<file path="config.mk">
export PLATFORM = sky130hd
export DESIGN_NAME = multi_axis_step_interpolator
export DESIGN_NICKNAME = d
export VERILOG_FILES = /design/src/sv/msi_pkg.sv /design/src/sv/multi_axis_step_interpolator.sv
export SDC_FILE = /design/constraint.sdc
export NUM_CORES = 1
export LEC_CHECK = 0
export BUFFER_PORTS_ARGS = -buffer_cell sky130_fd_sc_hd__buf_2
export CAP_MARGIN = 10
export CORE_AREA = 10 10 216 239
export DETAILED_ROUTE_END_ITERATION = 10
export DIE_AREA = 0 0 226 249
export PLACE_DENSITY = 0.73
export SLEW_MARGIN = 20
export SYNTH_ARGS = -nofsm -noshare
export SYNTH_HDL_FRONTEND = slang
export SYNTH_SLANG_ARGS = --single-unit
export TNS_END_PERCENT = 50
</file>
<file path="constraint.sdc">
create_clock -name clk -period 4.6 [get_ports clk]
set_input_delay 0 -clock clk [delete_from_list [all_inputs] [get_ports clk]]
set_output_delay 0 -clock clk [all_outputs]
set_load 0.005 [all_outputs]
</file>
<file path="src/sv/msi_pkg.sv">
package msi_pkg;

  localparam int POS_BITS   = 24;
  localparam int AXES       = 3;
  localparam int FIELD_AXES = 3;
  localparam int SW         = POS_BITS + 1;
  localparam int BW         = $clog2(SW);

  localparam int IN_W     = ((FIELD_AXES * POS_BITS + 7) / 8) * 8;
  localparam int DIR_LO   = FIELD_AXES;
  localparam int POS_LO   = 2 * FIELD_AXES;
  localparam int BUSY_BIT = POS_LO + FIELD_AXES * POS_BITS;
  localparam int OUT_W    = ((BUSY_BIT + 1 + 7) / 8) * 8;

  localparam logic KIND_SEG  = 1'b0;
  localparam logic KIND_TICK = 1'b1;

  typedef enum logic [2:0] {
    ST_IDLE,
    ST_SUB,
    ST_ABS,
    ST_LOAD,
    ST_ACC,
    ST_POS,
    ST_RESP
  } state_t;

endpackage

</file>
<file path="src/sv/multi_axis_step_interpolator.sv">
// Linear step interpolator for up to three axes.
// Input requests arrive on s_axis: tuser is the kind (segment target or step
// tick), tdata carries target_x, target_y, target_z. One result leaves on m_axis
// per request: tuser = accepted, tlast = seg_done, tdata = pulse, dir, positions,
// busy. A segment is taken only while no segment runs; each tick then moves every
// axis by its exact rounded share of the delta, tracked as a running quotient and
// remainder against the step count.
// All arithmetic is bit serial, one bit per cycle over 25-bit words (24-bit
// words in the position pass), and one request is handled at a time. A segment
// takes a subtract pass and an absolute value / maximum pass, then a load state
// and the response state; a tick takes a remainder pass and a position pass,
// then the response state; an ignored request goes straight to the response
// state. The idle state lies between one request and the next.
// The result sits in an output register: while the receiver stalls it holds, the
// block finishes the current request and waits before writing the next result.
// Synchronous reset clears positions, last targets, direction and the running
// segment; tready returns high on the first cycle after reset.
module multi_axis_step_interpolator (
  input  logic                      clk,
  input  logic                      rst,
  input  logic                      s_axis_tvalid,
  output logic                      s_axis_tready,
  input  logic [msi_pkg::IN_W-1:0]  s_axis_tdata,  // target_x, target_y, target_z
  input  logic                      s_axis_tuser,  // kind
  output logic                      m_axis_tvalid,
  input  logic                      m_axis_tready,
  output logic [msi_pkg::OUT_W-1:0] m_axis_tdata,  // pulse_bits, dir_bits, pos_x,
                                                   // pos_y, pos_z, busy_res
  output logic                      m_axis_tuser,  // accepted
  output logic                      m_axis_tlast   // seg_done
);
  import msi_pkg::*;

  state_t state, state_next;
  logic [BW-1:0] bitc;

  logic [POS_BITS-1:0] lt [AXES];
  logic [POS_BITS-1:0] bs [AXES];
  logic [POS_BITS-1:0] ps [AXES];
  logic [SW-1:0]       am [AXES];
  logic [SW-1:0]       rr [AXES];
  logic [SW-1:0]       tt [AXES];
  logic [AXES-1:0]     gb [AXES];
  logic [AXES-1:0]     gbn [AXES];
  logic [SW-1:0]       st, cnt, sel_val;

  logic [AXES-1:0] ng, k0, k1, k2, k3, sp, tp, cy, chg, direction;
  logic [AXES-1:0] s_b, cs_b, t_b, bt_b, b2_b, b3_b, c1_b, rnd_b;
  logic [AXES-1:0] d_b, bo_b, ab_b, op_b, bb_b, cb_b, p_b, cp_b, sel_oh;
  logic [POS_BITS-1:0] tgt [AXES];
  logic kb, nzc, nzs, done, accf, active, first, dec_b;
  logic in_acc, seg_go, tick_go, last_sw, last_w, out_free;
  logic [OUT_W-1:0] out_word;

  assign in_acc   = s_axis_tvalid & s_axis_tready;
  assign seg_go   = (s_axis_tuser == KIND_SEG) & ~active;
  assign tick_go  = (s_axis_tuser == KIND_TICK) & active;
  assign last_sw  = (bitc == BW'(SW - 1));
  assign last_w   = (bitc == BW'(POS_BITS - 1));
  assign out_free = ~m_axis_tvalid | m_axis_tready;
  assign dec_b    = cnt[0] ^ kb;

  always_comb begin
    for (int a = 0; a < AXES; a++) begin
      tgt[a] = s_axis_tdata[a*POS_BITS +: POS_BITS];
      // segment: delta = target - last target
      d_b[a]  = rr[a][0] ^ tt[a][0] ^ k0[a];
      bo_b[a] = (~rr[a][0] & tt[a][0]) | (~(rr[a][0] ^ tt[a][0]) & k0[a]);
      // serial two's complement negate when the delta is negative
      ab_b[a] = am[a][0] ^ (ng[a] & k0[a]);
      // tick: r + |delta|, then minus steps, and both doubled against steps
      s_b[a]  = rr[a][0] ^ am[a][0] ^ k0[a];
      cs_b[a] = (rr[a][0] & am[a][0]) | (k0[a] & (rr[a][0] ^ am[a][0]));
      t_b[a]  = s_b[a] ^ st[0] ^ k1[a];
      bt_b[a] = (~s_b[a] & st[0]) | (~(s_b[a] ^ st[0]) & k1[a]);
      b2_b[a] = (~sp[a] & st[0]) | (~(sp[a] ^ st[0]) & k2[a]);
      b3_b[a] = (~tp[a] & st[0]) | (~(tp[a] ^ st[0]) & k3[a]);
      c1_b[a] = ~bt_b[a];
      rnd_b[a] = c1_b[a] ? ~b3_b[a] : ~b2_b[a];
      // base moves by one step toward the target on a quotient carry
      op_b[a] = cy[a] & (ng[a] | (bitc == '0));
      bb_b[a] = bs[a][0] ^ op_b[a] ^ k0[a];
      cb_b[a] = (bs[a][0] & op_b[a]) | (k0[a] & (bs[a][0] ^ op_b[a]));
      p_b[a]  = bb_b[a] ^ k1[a];
      cp_b[a] = bb_b[a] & k1[a];
    end
  end

  // pairwise magnitude compare, borrow of axis i minus axis j
  always_comb begin
    for (int i = 0; i < AXES; i++) begin
      gbn[i] = '0;
      for (int j = i + 1; j < AXES; j++) begin
        gbn[i][j] = (~ab_b[i] & ab_b[j]) | (~(ab_b[i] ^ ab_b[j]) & gb[i][j]);
      end
    end
  end

  // first axis holding the largest magnitude
  always_comb begin
    logic big, found;
    found   = 1'b0;
    sel_val = '0;
    for (int i = 0; i < AXES; i++) begin
      big = 1'b1;
      for (int j = 0; j < AXES; j++) begin
        if (j < i) big = big & gb[j][i];
        if (j > i) big = big & ~gb[i][j];
      end
      sel_oh[i] = big & ~found;
      found     = found | big;
      if (sel_oh[i]) sel_val = am[i];
    end
  end

  always_comb begin
    state_next    = state;
    s_axis_tready = (state == ST_IDLE);
    case (state)
      ST_IDLE: begin
        if (in_acc) begin
          if (seg_go) state_next = ST_SUB;
          else if (tick_go) state_next = ST_ACC;
          else state_next = ST_RESP;
        end
      end
      ST_SUB:  if (last_sw) state_next = ST_ABS;
      ST_ABS:  if (last_sw) state_next = ST_LOAD;
      ST_LOAD: state_next = ST_RESP;
      ST_ACC:  if (last_sw) state_next = ST_POS;
      ST_POS:  if (last_w) state_next = ST_RESP;
      ST_RESP: if (out_free) state_next = ST_IDLE;
      default: state_next = ST_IDLE;
    endcase
  end

  always_ff @(posedge clk) begin
    if (rst) begin
      state <= ST_IDLE;
      bitc  <= '0;
    end else begin
      state <= state_next;
      if (state != state_next) bitc <= '0;
      else bitc <= bitc + 1'b1;
    end
  end

  always_ff @(posedge clk) begin
    if (rst) begin
      active    <= 1'b0;
      first     <= 1'b0;
      direction <= '0;
      accf      <= 1'b0;
      done      <= 1'b0;
      kb        <= 1'b0;
      nzc       <= 1'b0;
      nzs       <= 1'b0;
      {k0, k1, k2, k3, sp, tp, cy, chg, ng} <= '0;
      st  <= '0;
      cnt <= '0;
      for (int a = 0; a < AXES; a++) begin
        lt[a] <= '0;
        ps[a] <= '0;
        bs[a] <= '0;
        am[a] <= '0;
        rr[a] <= '0;
        tt[a] <= '0;
        gb[a] <= '0;
      end
    end else begin
      case (state)
        ST_IDLE: begin
          if (in_acc) begin
            accf <= seg_go | tick_go;
            done <= 1'b0;
            kb   <= 1'b1;
            nzc  <= 1'b0;
            nzs  <= 1'b0;
            {k0, k1, k2, k3, sp, tp, chg} <= '0;
            for (int a = 0; a < AXES; a++) begin
              gb[a] <= '0;
              if (seg_go) begin
                rr[a] <= {tgt[a][POS_BITS-1], tgt[a]};
                tt[a] <= {lt[a][POS_BITS-1], lt[a]};
                bs[a] <= lt[a];
                lt[a] <= tgt[a];
              end
            end
          end
        end
        ST_SUB: begin
          for (int a = 0; a < AXES; a++) begin
            am[a] <= {d_b[a], am[a][SW-1:1]};
            rr[a] <= {1'b0, rr[a][SW-1:1]};
            tt[a] <= {1'b0, tt[a][SW-1:1]};
          end
          k0 <= bo_b;
          if (last_sw) begin
            ng <= d_b;
            k0 <= '0;
          end
        end
        ST_ABS: begin
          for (int a = 0; a < AXES; a++) begin
            am[a] <= {ab_b[a], am[a][SW-1:1]};
            gb[a] <= gbn[a];
          end
          for (int a = 0; a < AXES; a++) k0[a] <= k0[a] | am[a][0];
          nzs <= nzs | (|ab_b);
          if (last_sw) k0 <= '0;
        end
        ST_LOAD: begin
          st     <= sel_val;
          cnt    <= sel_val;
          active <= nzs;
          first  <= 1'b1;
        end
        ST_ACC: begin
          st  <= {st[0], st[SW-1:1]};
          cnt <= {dec_b, cnt[SW-1:1]};
          kb  <= ~cnt[0] & kb;
          nzc <= nzc | dec_b;
          for (int a = 0; a < AXES; a++) begin
            am[a] <= {am[a][0], am[a][SW-1:1]};
            rr[a] <= {s_b[a], rr[a][SW-1:1]};
            tt[a] <= {t_b[a], tt[a][SW-1:1]};
            if (last_sw && c1_b[a]) rr[a] <= {t_b[a], tt[a][SW-1:1]};
          end
          k0 <= cs_b;
          k1 <= bt_b;
          k2 <= b2_b;
          k3 <= b3_b;
          sp <= s_b;
          tp <= t_b;
          if (last_sw) begin
            cy   <= c1_b;
            k0   <= '0;
            k1   <= rnd_b & ~ng;
            k2   <= '0;
            k3   <= '0;
            sp   <= '0;
            tp   <= '0;
            done <= ~(nzc | dec_b);
          end
        end
        ST_POS: begin
          for (int a = 0; a < AXES; a++) begin
            bs[a] <= {bb_b[a], bs[a][POS_BITS-1:1]};
            ps[a] <= {p_b[a], ps[a][POS_BITS-1:1]};
            chg[a] <= chg[a] | (p_b[a] ^ ps[a][0]);
          end
          k0 <= cb_b;
          k1 <= cp_b;
          if (last_w) begin
            k0     <= '0;
            k1     <= '0;
            active <= ~done;
            first  <= 1'b0;
            if (first) direction <= ng;
          end
        end
        ST_RESP: begin
        end
        default: begin
        end
      endcase
    end
  end

  always_comb begin
    out_word = '0;
    for (int a = 0; a < AXES; a++) begin
      out_word[AXES-1-a]                    = chg[a];
      out_word[DIR_LO+AXES-1-a]             = direction[a];
      out_word[POS_LO+a*POS_BITS +: POS_BITS] = ps[a];
    end
    out_word[BUSY_BIT] = active;
  end

  always_ff @(posedge clk) begin
    if (rst) begin
      m_axis_tvalid <= 1'b0;
      m_axis_tdata  <= '0;
      m_axis_tuser  <= 1'b0;
      m_axis_tlast  <= 1'b0;
    end else begin
      if (m_axis_tready) m_axis_tvalid <= 1'b0;
      if (state == ST_RESP && out_free) begin
        m_axis_tvalid <= 1'b1;
        m_axis_tdata  <= out_word;
        m_axis_tuser  <= accf;
        m_axis_tlast  <= done;
      end
    end
  end

endmodule

</file>
[Word-level counts from Yosys, hierarchy flattened]
Memories as Yosys holds them, arrays and structs flattened.
Index checks and enable logic that the tools add are counted.
Cells by class
  $add $sub $neg: 1
  equality and inequality tests: 12
  muxes and demuxes: 131
  bitwise logic cells: 237
  reductions and logical operators: 27
Operators by type and width (number)
  $mux W25: 33
  $mux W24: 12
  $pmux W25 S2: 2
  $or A1 B1 Y1: 83
  $and A1 B1 Y1: 60
  $mux W3: 18
  $not A1 Y1: 49
  $mux W1: 45
  $xor A1 B1 Y1: 43
  $pmux W3 S2: 5
  $pmux W3 S7: 1
  $reduce_and A2 Y1: 9
  $pmux W3 S5: 1
  $mux W2: 7
  $pmux W1 S2: 6
  $reduce_bool A2 Y1: 6
  $eq A5 B5 Y1 const B: 2
  $eq A3 B3 Y1 const B: 3
  $pmux W3 S3: 1
  $eq A3 B2 Y1 const B: 2
  $reduce_and A3 Y1: 2
  $add A5 B1 Y5 const B: 1
  $logic_not A5 Y1: 1
  $reduce_bool A5 Y1: 1
  11 further kinds: 15
Word-level totals
  register bits: 177
  RAM bits: 447
  output and inout bits: 84
  word-level logic and storage cells: 440
  memories kept: 7
Memory list
  am: words 3, width 25, rd ports 3, clocked after Yosys merged registers in 0, write ports 3, RTL line multi_axis_step_interpolator.sv:40  | logic [SW-1:0] am [AXES];
  rr: words 3, width 25, rd ports 3, clocked after Yosys merged registers in 0, write ports 3, RTL line multi_axis_step_interpolator.sv:41  | logic [SW-1:0] rr [AXES];
  tt: words 3, width 25, rd ports 3, clocked after Yosys merged registers in 0, write ports 3, RTL line multi_axis_step_interpolator.sv:42  | logic [SW-1:0] tt [AXES];
  bs: words 3, width 24, rd ports 3, clocked after Yosys merged registers in 0, write ports 3, RTL line multi_axis_step_interpolator.sv:38  | logic [POS_BITS-1:0] bs [AXES];
  lt: words 3, width 24, rd ports 3, clocked after Yosys merged registers in 0, write ports 3, RTL line multi_axis_step_interpolator.sv:37  | logic [POS_BITS-1:0] lt [AXES];
  ps: words 3, width 24, rd ports 3, clocked after Yosys merged registers in 0, write ports 3, RTL line multi_axis_step_interpolator.sv:39  | logic [POS_BITS-1:0] ps [AXES];
  +1 memories

[Depth between registers and ports, before layout]
Gate-level depths: netlist of the first run.
An unclocked memory read counts as a cell.
  depth in word-level cells: 14
  gate-level depth with buffers: 10
  depth with buffers taken out: 10

[Least setup slack after synthesis of the first run]
No wires, ideal clock.
  path kind: reg-to-reg
  start point: reg state[0]
  end point: mem tt[0][0] in the netlist's numbering (enable)
  data arrival time: 2.574 ns
  data required time: 3.649 ns
  slack: 1.075 ns
  stages on the path, launching flop included: 5
  path buffers: 1
  clock period less this slack: 3.525 ns
  path through: dfxtp_1 > buf_2 > nor4b_4 > a21oi_1 > nand3_1
RTL lines
  from (decl): RTL line multi_axis_step_interpolator.sv:34  | state_t state, state_next;
  from (signal assigned): RTL line multi_axis_step_interpolator.sv:142  | state <= state_next;
  to (decl): RTL line multi_axis_step_interpolator.sv:42

==> metrics.md, run 1 <==
| Metric | Value |
|---|---|
| Worst r2r src | state[2] |
| Clock latency on the worst-skew pair | 620 ps |
| Part of the power in registers | 54.5% |
| Cell Rows | 83 |
| Fmax | 0.309 GHz |
| RSZ-0062 raised after global routing | false |
| Status | finished clean |
| Setup-failing EPs final | 0 |
| Fin Clk Skew | 29.0 ps |
| Worst hold slack | 41.8 ps |
| Max-cap violations | 0 |
| Yosys cell types | 64 |
| Clock share of power | 37.8% |
| Largest net degree at the start of global routing | 102 |
| Post-Syn Nets | 2101 |
| Worst Path Arrival | 3700 ps |
| Worst Reg-to-Reg Cells | 4 |
| Core area | 46400 µm² |
| Required time worst endpoint | 5060 ps |
| Vias per cell | 6.07 |
| Async set-reset flop share out of synthesis | 0% |
| Total chip power | 12.4 mW |
| Register-to-Register Setup Slack | 1360 ps |
| Post-layout instance area | 29000 µm² |
| NumNets Final | 2254 |
| Number of port buffers | 159 |
| RePlAce Congestion | 0.892 |
| #FFs+latches synth | 621 |
| Setup bufs post-CTS | 0 |
| Slew @ Worst Pin | 1110 ps |
| Clock slew at reported path FFs | 60 ps |
| Combinational fraction of design power | 7.7% |
| Mapped Area | 25400 µm² |
| CTS root buffer | clkbuf_16 |
| Int Power | 9.47 mW |
| Pins Over Slew Limit | 0 |
| Cts bufs inserted | 60 |
| Area grow syn2layout | 14.2% |
| CTS tree | yes |
| Hold-critical path endpoint | m_axis_tdata[49] |
| Die Span Y | 249 µm |
| Drt wl/cell | 20.5 µm |
| DRC Markers | 0 |
| Initial antenna violation count | 1 |
| CTS max path bufs | 3 |
| First-pass GRT wire length | 91500 µm |
| Die ar. | 56300 µm² |
| Gr usage total | 19.8% |
| Ys flop type | edfxtp_1 |
| Worst VDD drop | 358 µV |
| Leak Pwr | 11.2 nW |
| Post-DP HPWL | 33900 µm |
| Worst hold path class | input pin to flop |
| CP startpoint kind | flop |
| Register area share after synthesis | 66.4% |
| Fin crit share | 70.4% |
| Grt total ovfl | 0 |
| CP Max Fanout | 28 |
| Period minus WS final | 3240 ps |
| Via Count | 16900 |
| H-Tree Depth | 2 |
| CTS Sinks | 621 |
| Synth warn | 0 |
| Cell count after synthesis | 1995 |
| Finished Core Util | 62.5% |
| DRT Pass-1 Iters | 6 |
| Net Switching | 2.92 mW |
| Setup Crit Path Kind | flop to flop |
| ANT nets after route | 0 |
| Die X | 226 µm |
| WHS Path Cells | 2 |
| Crit end category | flop |
| Syn Area/Cell | 12.7 µm² |
| Initial core utilization | 54.7% |
| Initial drt markers | 1807 |
| Pwr/cell area | 427 nW/µm² |
| Wirelength, routed | 57100 µm |
| Share of layout cells above drive strength 1 | 13.5% |
| Worst hold start | rst |
| # diodes | 0 |
| R2r endpoint | rr[0][10] |
| I/O pins | 161 |
| Max-slew headroom at the worst pin | 25.7% |
| Fin. Hold Viols | 0 |
| Vias in the first global route | 16800 |
| DP Area | 26400 µm² |
| Sw Ratio | 23.6% |
| Number of flops mapped to enable cells by yosys | 444 |
| Setup TNS | 0 ps |
==> final cells by class <==
type                            instances  area [µm²]
Multi-Input combinational cell       1174        7620
Timing Repair Buffer                  259        1800
Fill cell                            3479       17400
Clock buffer                           86        1670
Tap cell                              595         744
Inverter                               32         121
Sequential cell                       621       16900
Clock inverter                         23         179
==> Yosys cell counts, drive strengths merged, types with 4 or more instances <==
cell type | number | area share, %
dfxtp | 177 | 14
mux2 | 4 | 0.18
a22o | 141 | 4.9
clkbuf | 91 | 1.3
buf | 77 | 2.0
o21ai | 40 | 0.80
a2bb2oi | 6 | 0.21
nand3 | 9 | 0.18
and3 | 149 | 3.7
edfxtp | 444 | 52
nor3 | 11 | 0.22
inv | 32 | 0.47
nor2 | 41 | 0.65
xor2 | 9 | 0.31
and2 | 73 | 1.8
a221o | 48 | 1.9
a21oi | 158 | 3.1
a21o | 26 | 0.77
ha | 17 | 0.84
mux2i | 8 | 0.32
a31oi | 9 | 0.22
nand2 | 246 | 3.7
fa | 12 | 0.95
nor2b | 4 | 0.098
a22oi | 107 | 3.2
a211oi | 6 | 0.18
==> repair_timing <==
action / in CTS / in global routing
gates resized for setup: 0 / 0
hold endpoints to repair: 152 / 0
hold buffers: 75 / 0
==> logic make-up (layout without fill, tap and decap cells) <==
group / after synthesis / in the layout / share of synthesized area (%)
DFF: 621 / 621 / 66.4
AOI/OAI and AO/OA: 565 / 565 / 16.0
and+or+nand+nor: 556 / 556 / 11.1
buffers and inverters: 200 / 400 / 3.85
adders and majority gates: 29 / 29 / 1.78
muxes: 12 / 12 / 0.492
xor gates and xnor gates: 11 / 11 / 0.379
other: 1 / 1 / 0.0148
==> worst max path at each step <==
stage | from | to | slack (ps) | cells past startpoint
3_5_place_dp | state[2] | rr[0][10] | 1460 | 4
4_1_cts | state[2] | rr[0][10] | 1460 | 4
3_3_place_gp | state[2] | bs[0][65] | 1590 | 4
6_report | state[2] | rr[0][10] | 1360 | 4
2_1_floorplan | state[0] | tt[0][0] | 1070 | 4
5_1_grt | state[0] | bs[0][66] | 1220 | 4
==> power by group through the flow <==
stage / registers (mW) / logic (mW) / clock network, mW
global placement: 6.85 / 0.875 / 0
floorplan: 6.77 / 0.654 / 0
CTS: 6.75 / 0.957 / 4.77
detailed placement: 6.86 / 0.903 / 0
global route: 6.80 / 1.05 / 4.99
finish: 6.76 / 0.954 / 4.68
==> routing by layer <==
metal | share of wire [%] | vias up | track usage, %
met4 | 2.1 | 2 | 4.83
met3 | 6.9 | 87 | 3.95
met5 | 0.021 | - | 0
met1 | 43 | 8443 | 27.4
met2 | 48 | 594 | 31.5
li1 | - | 7820 | -
==> sequential cells by signal, indices dropped and copies added (netlist names), 5 cells and up <==
register,cells
m_axis_tdata,79
am,75
rr,75
tt,75
bs,72
lt,72
ps,72
cnt,25
st,25
bitc,5
==> metrics by stage <==
| step | std cells | setup WS, ps |
|---|---|---|
| 6_report | 2790 | 1360 |
| 5_1_grt | 2790 | 1220 |
| 4_1_cts | 2790 | 1460 |
| 3_5_place_dp | 2606 | 1460 |
| 3_3_place_gp | 2606 | 1590 |
| 2_1_floorplan | 1995 | 1070 |
==> layout by cell type (no fill, tap or decap), types with 7 or more instances in the layout <==
master,instances
edfxtp_1,444
nand2_1,243
dfxtp_1,177
a21oi_1,158
buf_2,158
and3_1,147
a22o_1,141
a22oi_1,107
dlygate4sd3_1,75
and2_1,73
clkbuf_16,60
a221o_1,48
nor2_1,37
inv_1,30
o21ai_1,27
a21o_1,26
buf_4,21
clkbuf_1,19
ha_1,17
clkinv_2,13
o21ai_0,12
fa_1,12
nor3_1,11
xor2_1,9
a31oi_1,9
mux2i_1,8
clkbuf_8,7
==> critical path, stage by stage (launching register included) <==
cell	delay, ps
dfxtp_1	930
or3b_1	560
nor2_4	360
and3_1	930
a221o_1	300
Note: power is estimated with default switching activity, not from simulation.
==> inputs of run 2 (changes only) <==
==> constraint.sdc (replaced) <==
create_clock -name clk -period 3.3 [get_ports clk]
set_input_delay 0 -clock clk [delete_from_list [all_inputs] [get_ports clk]]
set_output_delay 0 -clock clk [all_outputs]
set_load 0.005 [all_outputs]
==> run 2 against run 1 <==
Net effect: sequential power rose by 39%; clock skew fell by 5.8 ps; critical path depth did not move; sequential share of layout area fell by 0.71 points; fmax rose by 16%; cell area rose by 1.2%; die area did not move; final cell count rose by 0.68%; global-route usage fell by 0.052 points; routed wire length fell by 0.80%; highest routed layer is now met4.
==> metrics.md, run 2 (synthesis gave the netlist of run 1 again) <==
| Metric | Value |
|---|---|
| Sw Ratio | 22.9% (-0.68 points) |
| Net Switching | 4.06 mW (+39%) |
| Worst hold path class | input pin to flop |
| Worst hold slack | 236 ps (+195 ps) |
| Vias in the first global route | 16400 (-2.4%) |
| DRC Markers | 0 (unchanged) |
| Cts bufs inserted | 57 (-5.0%) |
| Gr usage total | 19.7% (-0.052 points) |
| Slowest-stage cell, CP | dfxtp_1 |
| Status | finished clean |
| Top delay family on crit path | flip-flops |
| Fin Clk Skew | 23.2 ps (-5.82 ps) |
| Post-Layout Cell Count | 2809 (+0.68%) |
| Period minus WS final | 2790 ps (-448 ps) |
| Area grow syn2layout | 15.6% |
| Pins Over Slew Limit | 0 (unchanged) |
| Crit path cell chain | nor4b_4 > a21oi_1 > nand3_2 > buf_12 |
| Setup-failing EPs final | 0 (unchanged) |
| Finished Core Util | 63.3% (+0.78 points) |
| CP Max Fanout | 36 (+29%) |
| Setup Crit Path Kind | flop to flop |
| Post-layout instance area | 29400 µm² (+1.2%) |
| Initial core utilization | 54.7% (unchanged) |
| Fillcell total | 3426 (-1.5%) |
| Worst Reg-to-Reg Cells | 4 (unchanged) |
| Grt total ovfl | 0 (unchanged) |
| Crit end category | flop |
| Die ar. | 56300 µm² (unchanged) |
| DP Area | 26600 µm² (+0.75%) |
| Clock slew at reported path FFs | 60 ps (about the same) |
| Total chip power | 17.7 mW (+43%) |
| Fin. Hold Viols | 0 (unchanged) |
| Combinational fraction of design power | 7.8% (about the same) |
| RePlAce Congestion | 0.916 (+2.7%) |
| CP startpoint kind | flop |
| Max-cap violations | 0 (unchanged) |
| Buffers and inverters on the worst path | 1 (+1) |
| ANT nets after route | 0 (unchanged) |
| I/O pins | 161 (unchanged) |
| H-Tree Depth | 2 (unchanged) |
| CTS tree | yes |
| NumNets Final | 2273 (+0.84%) |
| Worst stage delay on the critical path | 850 ps (-80 ps) |
| Post-DP HPWL | 34700 µm (+2.4%) |
| CTS Sinks | 621 (unchanged) |
| First-pass GRT wire length | 91000 µm (-0.58%) |
| Via Count | 16800 (-0.91%) |
| Setup TNS | 0 ps (unchanged) |
| Final setup margin | 510 ps (-852 ps) |
| Critical path depth | 4 (unchanged) |
| Max reg flops | 79 (unchanged) |
| Share of layout cells above drive strength 1 | 14.7% (+1.1 points) |
| Required time worst endpoint | 3630 ps (-1430 ps) |
| Pwr/cell area | 604 nW/µm² (+41%) |
| Largest Register | m_axis_tdata |
| Leak Pwr | 11.4 nW (+1.8%) |
| CTS root buffer | clkbuf_16 |
| Part of the power in registers | 53.0% (-1.5 points) |
| Dpl ws | 573 ps (-886 ps) |
| Worst VDD drop | 382 µV (+6.5%) |
| Wirelength, routed | 56600 µm (-0.80%) |
| Die Span Y | 249 µm (unchanged) |
| Most common cell after layout, fill and taps aside | edfxtp_1 |
| Largest net degree at the start of global routing | 101 (-0.98%) |
| Drt wl/cell | 20.2 µm (-1.5%) |
| Initial drt markers | 1738 (-3.8%) |
| Slew @ Worst Pin | 1040 ps (-73.0 ps) |
| # diodes | 0 (unchanged) |
| Clock share of power | 39.3% (+1.5 points) |
| Int Power | 13.7 mW (+45%) |
| Core area | 46400 µm² (unchanged) |
| Vias per cell | 5.98 (-1.6%) |
| Worst Path Arrival | 3120 ps (-580 ps) |
| Number of port buffers | 159 (unchanged) |
| Fmax | 0.358 GHz (+16%) |
| Most frequent cells in the layout | edfxtp_1, nand2_1, dfxtp_1 |
| Cell Rows | 83 (unchanged) |
| Placed Cells | 2626 (+0.77%) |
| Die X | 226 µm (unchanged) |
| RSZ-0062 raised after global routing | false |
| Max-slew headroom at the worst pin | 30.6% (+4.9 points) |
| Clock latency on the worst-skew pair | 610 ps (about the same) |
| Fin crit share | 84.5% (+14 points) |
| WHS Path Cells | 3 (+1) |
| DRT Pass-1 Iters | 5 (-1) |
| Initial antenna violation count | 0 (-1) |
| CTS max path bufs | 3 (unchanged) |
## run 2: changes by cell type in the layout (fill, tap and decap cells not counted), sizes merged
cell and delta:
bufinv +7, buf +20, dlygate4sd3 +2, clkbuf -12
inv -1, clkinv +3
## run 2: power groups by stage
stage	sequential [mW]	combinational (mW)	clock, mW
after floorplan	9.44	0.913	0
after global placement	9.53	1.25	0
after detailed placement	9.53	1.30	0
after CTS	9.39	1.38	7.09
after global routing	9.46	1.50	7.42
final	9.40	1.38	6.97
## run 2: repair_timing
item | CTS | global route
endpoints found under the hold margin | 169 | 0
hold buffers | 77 | 0
resized for setup | 0 | 0
setup buffers | 0 | 0
## run 2: layout make-up
cell class / count / area, µm² / area share [%]
flip-flops and latches: 621 / 16900 / 57.5
inverters: 32 / 121 / 0.413
repair buffers: 281 / 2020 / 6.88
clock buffers: 74 / 1600 / 5.46
well taps: 595 / 744 / 2.53
clock inverters: 32 / 388 / 1.32
multi-input cells: 1174 / 7620 / 25.9
## run 2: worst min-delay path, delay by kind of cell
kind | cells | cell delay [ps]
and+or+nand+nor | 1 | 100
buffers and inverters | 2 | 610
## run 2: final timing paths
kind         slack, ps               end        startpoint
max                510         rr[1][18]          state[1]
min                240         lt[0][63]  s_axis_tdata[63]
max reg2reg        510         rr[1][18]          state[1]
min reg2reg        450  m_axis_tdata[71]  m_axis_tdata[71]
## run 2: routing by layer
layer  share of wire [%]  global-route usage (%)  up-vias
met5                   0                       0        -
met4                 2.0                    5.50        0
met3                 7.3                    3.80       82
met2                  47                    30.5      602
met1                  44                    27.9     8248
li1                    -                       -     7860
